File: src/rtl/core/gcd_pkg.sv
// ----------------------------------------------------------------------------
// gcd_pkg
// Shared widths, fixed-point constants and the CORDIC arctangent table of the
// great-circle distance pipeline.
// ----------------------------------------------------------------------------
package gcd_pkg;

   localparam int ANGLE_FRAC_BITS = 16;
   localparam int DIST_FRAC_BITS  = 8;
   localparam int Q               = 30;
   localparam int CORDIC_STEPS    = 30;

   localparam int LAT_W  = 24;
   localparam int LON_W  = 25;
   localparam int OUT_W  = 23;
   localparam int DEG_W  = 26;
   localparam int RAD_W  = 25;
   localparam int PROD_W = DEG_W + RAD_W;
   localparam int ANG_W  = 36;
   localparam int CW     = 34;
   localparam int ZW     = 33;
   localparam int ROOT_W = 31;

   localparam logic [RAD_W-1:0]        RAD_PER_DEG = 25'd18740330;
   localparam logic signed [ANG_W-1:0] PI_Q        = 36'sd3373259426;
   localparam logic signed [ANG_W-1:0] HALF_PI_Q   = 36'sd1686629713;
   localparam logic signed [ANG_W-1:0] TWO_PI_Q    = 36'sd6746518852;
   localparam logic signed [CW-1:0]    CORDIC_GAIN = 34'sd652032874;
   localparam logic [ROOT_W-1:0]       ONE_Q       = 31'd1073741824;
   localparam logic [13:0]             EARTH_DIAM  = 14'd12742;
   localparam logic [OUT_W-1:0]        OUT_MAX     = 23'h7FFFFF;

   function automatic logic signed [ZW-1:0] arc_tab(input logic [4:0] idx);
      logic signed [ZW-1:0] r;
      case (idx)
         5'd0:  r = 33'sd843314857;
         5'd1:  r = 33'sd497837829;
         5'd2:  r = 33'sd263043837;
         5'd3:  r = 33'sd133525159;
         5'd4:  r = 33'sd67021687;
         5'd5:  r = 33'sd33543516;
         5'd6:  r = 33'sd16775851;
         5'd7:  r = 33'sd8388437;
         5'd8:  r = 33'sd4194283;
         5'd9:  r = 33'sd2097149;
         5'd10: r = 33'sd1048576;
         5'd11: r = 33'sd524288;
         5'd12: r = 33'sd262144;
         5'd13: r = 33'sd131072;
         5'd14: r = 33'sd65536;
         5'd15: r = 33'sd32768;
         5'd16: r = 33'sd16384;
         5'd17: r = 33'sd8192;
         5'd18: r = 33'sd4096;
         5'd19: r = 33'sd2048;
         5'd20: r = 33'sd1024;
         5'd21: r = 33'sd512;
         5'd22: r = 33'sd256;
         5'd23: r = 33'sd128;
         5'd24: r = 33'sd64;
         5'd25: r = 33'sd32;
         5'd26: r = 33'sd16;
         5'd27: r = 33'sd8;
         5'd28: r = 33'sd4;
         5'd29: r = 33'sd2;
         default: r = '0;
      endcase
      return r;
   endfunction

endpackage

File: src/rtl/core/gcd_sqrt.sv
// ----------------------------------------------------------------------------
// gcd_sqrt
// Pipelined restoring square root of v * 2^30, one result bit per stage.
// ----------------------------------------------------------------------------
module gcd_sqrt (
   input  logic                         clock,
   input  logic                         reset,
   input  logic                         en,
   input  logic                         in_valid,
   input  logic [gcd_pkg::ROOT_W-1:0]   v,
   output logic                         out_valid,
   output logic [gcd_pkg::ROOT_W-1:0]   root
);
   localparam int ROOT_W = gcd_pkg::ROOT_W;
   localparam int STEPS  = ROOT_W;
   localparam int NW     = 2 * ROOT_W;
   localparam int RW     = ROOT_W + 2;

   logic [NW-1:0]     n_ff   [0:STEPS];
   logic [RW-1:0]     rem_ff [0:STEPS];
   logic [ROOT_W-1:0] q_ff   [0:STEPS];
   logic              vld_ff [0:STEPS];

   always_ff @(posedge clock) begin
      if (reset) begin
         vld_ff[0] <= 1'b0;
      end else if (en) begin
         vld_ff[0] <= in_valid;
      end
   end

   always_ff @(posedge clock) begin
      if (en) begin
         n_ff[0]   <= NW'({v, {gcd_pkg::Q{1'b0}}});
         rem_ff[0] <= '0;
         q_ff[0]   <= '0;
      end
   end

   for (genvar i = 0; i < STEPS; i++) begin : g_step
      logic [RW+1:0] rem_c;
      logic [RW+1:0] trial_c;

      // bring down the next two radicand bits, try root*4+1
      assign rem_c   = {rem_ff[i], n_ff[i][NW-1 -: 2]};
      assign trial_c = {2'b00, q_ff[i], 2'b01};

      always_ff @(posedge clock) begin
         if (reset) begin
            vld_ff[i+1] <= 1'b0;
         end else if (en) begin
            vld_ff[i+1] <= vld_ff[i];
         end
      end

      always_ff @(posedge clock) begin
         if (en) begin
            n_ff[i+1] <= n_ff[i] << 2;
            if (rem_c >= trial_c) begin
               rem_ff[i+1] <= RW'(rem_c - trial_c);
               q_ff[i+1]   <= {q_ff[i][ROOT_W-2:0], 1'b1};
            end else begin
               rem_ff[i+1] <= RW'(rem_c);
               q_ff[i+1]   <= {q_ff[i][ROOT_W-2:0], 1'b0};
            end
         end
      end
   end

   assign out_valid = vld_ff[STEPS];
   assign root      = q_ff[STEPS];

endmodule

File: config.mk
export PLATFORM = sky130hd
export DESIGN_NAME = gcd_sqrt
export DESIGN_NICKNAME = d
export VERILOG_FILES = /design/src/rtl/core/gcd_pkg.sv /design/src/rtl/core/gcd_sqrt.sv
export SDC_FILE = /design/constraint.sdc
export NUM_CORES = 2
export LEC_CHECK = 0
export BUFFER_PORTS_ARGS = -buffer_cell sky130_fd_sc_hd__buf_2
export CORE_ASPECT_RATIO = 1.25
export CORE_MARGIN = 2
export CORE_UTILIZATION = 55
export DETAILED_ROUTE_END_ITERATION = 16
export PLACE_DENSITY = 0.7
export SLEW_MARGIN = 15
export SYNTH_ARGS = -nofsm -noshare
export SYNTH_HDL_FRONTEND = slang
export SYNTH_SLANG_ARGS = --single-unit
export TNS_END_PERCENT = 20
File: constraint.sdc
create_clock -name clock -period 6.2 [get_ports clock]
set_input_delay 0.93 -clock clock [delete_from_list [all_inputs] [get_ports clock]]
set_output_delay 0.93 -clock clock [all_outputs]
set_load 0.01 [all_outputs]
==> metrics.md <==
| Metric | Value |
|---|---|
| Global router's overall resource usage | `0.220` |
| Fraction of power consumed by combinational cells | `0.229` |
| Endpoint arrival time on the critical path | `4.90 ns` |
| Post-synth top area cell | `edfxtp_1` |
| Clock tree skew after final layout | `0.0327 ns` |
| Post-route fraction of the period consumed by the critical path | `0.703` |
| F_max | `229 MHz` |
| Switching Power | `10100 µW` |
| Via count of the first global-routing pass | `55600` |
| Hold-critical path endpoint | `n_ff[0][52]` |
| Slew at the pin closest to its max-slew limit | `1.17 ns` |
| Worst-Skew Late Latency | `0.82 ns` |
| Proportion of layout cells with a drive suffix above 1 | `0.0705` |
| Reg2Reg Setup Slack | `1.84 ns` |
| Number of cells produced by synthesis | `7500` |
| Worst relative slew slack | `0.207` |
| Critical Path Source Type | `flop` |
| Kind of critical path | `reg2reg` |
| Synthesized area per cell | `11.8 µm²` |
| Ranking of synthesized cells by instance count | `edfxtp_1 (1720), inv_1 (651), nand2_1 (557)` |
| Hold Crit Depth | `1` |
| Summed negative setup slack over all endpoints | `0 ns` |
| First-pass GRT wire length | `291 mm` |
| Main area contributors after synthesis | `edfxtp_1 (58%), ha_1 (7.0%), xor2_1 (3.8%)` |
| Clock sink count | `1721` |
| Routed len/inst | `18.4 µm` |
| Period minus WS final | `4.36 ns` |
| Number of register bits inferred by synthesis | `1721` |
| Drt first pass iters | `8` |
| Violation count after the first detailed-routing iteration | `4259` |
| Count of vias placed by the detailed router | `56700` |
| Warning count from the yosys run | `0` |
| Setup fix buffers added after clock tree synthesis | `0` |
| Maximum fanout along the worst path | `4` |
| Core box area | `160000 µm²` |
| Total setup violations reported at the end of the flow | `0` |
| Remaining DRCs | `0` |
| Final Max Slew Viols | `0` |
| Sequential group share of total power | `0.469` |
| Total detailed-routing wirelength | `181 mm` |
| Internal Power | `24500 µW` |
| R2R depth | `11` |
| Portion of synthesized cell area occupied by the leading cell type | `0.582` |
| Post-synth EDFFs | `1720` |
| Fillers | `12600` |
| Net count reported at finish | `8180` |
| Most repeated cell in the gate-level netlist after synthesis | `edfxtp_1` |
| Global-route congestion overflow total | `0` |
| Total leakage power | `0.0378 µW` |
| IO Count | `67` |
| WP data required | `6.74 ns` |
| Final antenna-violating net count | `0` |
| Area of the multi-input gates | `34100 µm²` |
| Cell Pwr Density | `356 nW/µm²` |
| Maximum capacitance violations | `0` |
| Switching power share of the total | `0.291` |
| Post-CTS clock slew at the launch and capture registers of the worst setup and hold paths | `0.06 ns` |
| Clock power frac | `0.303` |
| Bufs on Longest Clock Path | `3` |
| Hold violation total from the final report | `0` |
| CTS tree | `built` |
| Initial core utilization | `0.555` |
| Dominant synthesized flop cell | `edfxtp_1` |
| Gpl congestion | `0.902` |
| Vias per inst | `5.75` |
| Fraction of registers with async set or reset after synthesis | `0` |
| Die area | `165000 µm²` |
| Post-Route Hold Slack | `0.297 ns` |
| Number of buffers added by the clock tree synthesis step | `172` |
| Total nets after synthesis | `8047` |
| Worst R2R End | `rem_ff[1][391]` |
| Proportion of synthesized chip area in sequential cells | `0.582` |
| Setup crit start | `rem_ff[1][330]` |
| Detail Placement HPWL | `132 mm` |
| Worst vdd ir | `0.000348 V` |
| Number of buffers inserted by hold repair at cts | `0` |
| Unrepaired setup endpoints after global routing | `no` |
| Source of the worst hold timing path | `v[24]` |
| Die height | `453 µm` |
| Worst reg2reg path startpoint | `rem_ff[1][330]` |
| Crit path capture type | `flop` |
| Synthesized cell area | `88800 µm²` |
| PostCTS Resize Cnt | `0` |
| Result of the run | `complete, no violations` |
| Count of different cell masters after synthesis | `89` |
| Antenna violations before repair | `1` |
| Maximum number of pins on one net before global-route repair | `164` |
| Buffer type at the clock tree root | `clkbuf_16` |
| CTS HTree Levels | `4` |
| Synthesis-to-finish area growth | `9.56%` |
| Port buffer count | `66` |
| DIE WIDTH | `363 µm` |
| Sequential cell area | `51700 µm²` |
| Worst min-delay path class | `in2reg` |
| Row count | `164` |
-- per-stage QoR --
| stage | area, µm² | std cells | worst slack, ns | power [µW] | util |
|---|---|---|---|---|---|
| after floorplan | 88800 | 7500 | 2.23 | 22100 | - |
| after detailed placement | 91600 | 9534 | 1.61 | 24200 | 0.572 |
| after global routing | 97200 | 9848 | 1.48 | 36300 | 0.608 |
| after CTS | 97200 | 9847 | 1.66 | 34800 | 0.607 |
| after global placement | 91600 | 9534 | 1.65 | 24000 | 0.572 |
| final | 97200 | 9848 | 1.84 | 34600 | 0.608 |
-- power groups by stage --
stage / clock network, µW / logic [µW] / registers [µW]
global placement: 0 / 7620 / 16400
detailed placement: 0 / 7810 / 16400
floorplan: 0 / 6200 / 15900
global route: 11100 / 8870 / 16400
CTS: 10700 / 7880 / 16200
finish: 10500 / 7900 / 16200
-- registers in the layout, indices dropped and copies added (netlist names) --
| signal | count |
|---|---|
| vld_ff | 32 |
| q_ff | 496 |
| n_ff | 271 |
| rem_ff | 922 |
-- placed cells by master, fill, tap and decap left out, types with 36 or more instances in the layout --
cell | synthesis | layout
nor2_1 | 464 | 463
edfxtp_1 | 1720 | 1720
xnor2_1 | 353 | 353
and3_1 | 50 | 50
nor4_1 | 94 | 92
a21o_1 | 215 | 215
buf_4 | 0 | 51
nand2_1 | 557 | 557
o31ai_1 | 36 | 36
a211oi_1 | 56 | 55
o21a_1 | 78 | 78
nand3_1 | 106 | 106
nand2b_1 | 80 | 80
buf_2 | 4 | 65
nand4_1 | 49 | 49
ha_1 | 498 | 498
clkbuf_1 | 153 | 38
mux2_2 | 78 | 78
nor3_1 | 190 | 190
or3_1 | 77 | 77
inv_1 | 651 | 651
or4_1 | 57 | 57
xor2_1 | 387 | 387
o21ai_0 | 444 | 444
a21oi_1 | 464 | 463
and2_1 | 72 | 72
nor2b_1 | 52 | 52
clkbuf_16 | 0 | 176
a31oi_1 | 40 | 39
or2_2 | 50 | 50
o21bai_1 | 43 | 43
-- critical path, stage by stage, from the launching register on --
cell and delay, ns:
edfxtp_1 0.46, ha_1 0.28, fa_1 0.44, a211oi_1 0.29, o21ai_0 0.28, o311ai_0 0.86
a31oi_1 0.32, a22oi_1 0.40, nor3_1 0.08, a211oi_1 0.30, nor3b_1 0.28, xor2_1 0.10
-- cell type report --
cell class,count,area share
Inverter,654,0.0252
Clock inverter,99,0.0111
Antenna cell,1,0.0000257
Timing Repair Buffer,121,0.00831
Sequential cell,1721,0.531
Tap cell,2075,0.0267
Clock buffer,214,0.0468
Multi-Input combinational cell,4963,0.351
-- kinds of logic after synthesis --
group / count (synthesis) / share of synthesized area
simple gates: 2027 / 0.114
fa+ha+maj: 512 / 0.0734
mux: 88 / 0.0110
flops: 1721 / 0.582
xor+xnor: 740 / 0.0730
buf+inv: 816 / 0.0346
compound gates: 1596 / 0.112
-- layer usage --
layer	vias to the layer above	share of wire	routed length (µm)	global-route usage
li1	27700	-	-	-
met1	27300	0.43	78800	0.291
met2	1264	0.49	89100	0.375
met3	353	0.043	7820	0.0281
met4	0	0.031	5640	0.0781
met5	-	0	0	0
-- how the worst max path moves through the flow --
| stage | endpoint | slack, ns |
|---|---|---|
| after floorplan | q_ff[1][279] | 2.23 |
| after global placement | rem_ff[1][367] | 1.65 |
| after detailed placement | rem_ff[1][370] | 1.61 |
| after CTS | rem_ff[1][164] | 1.66 |
| after global routing | rem_ff[1][164] | 1.48 |
| final | rem_ff[1][391] | 1.84 |
Power figures use the tool's default switching activity.
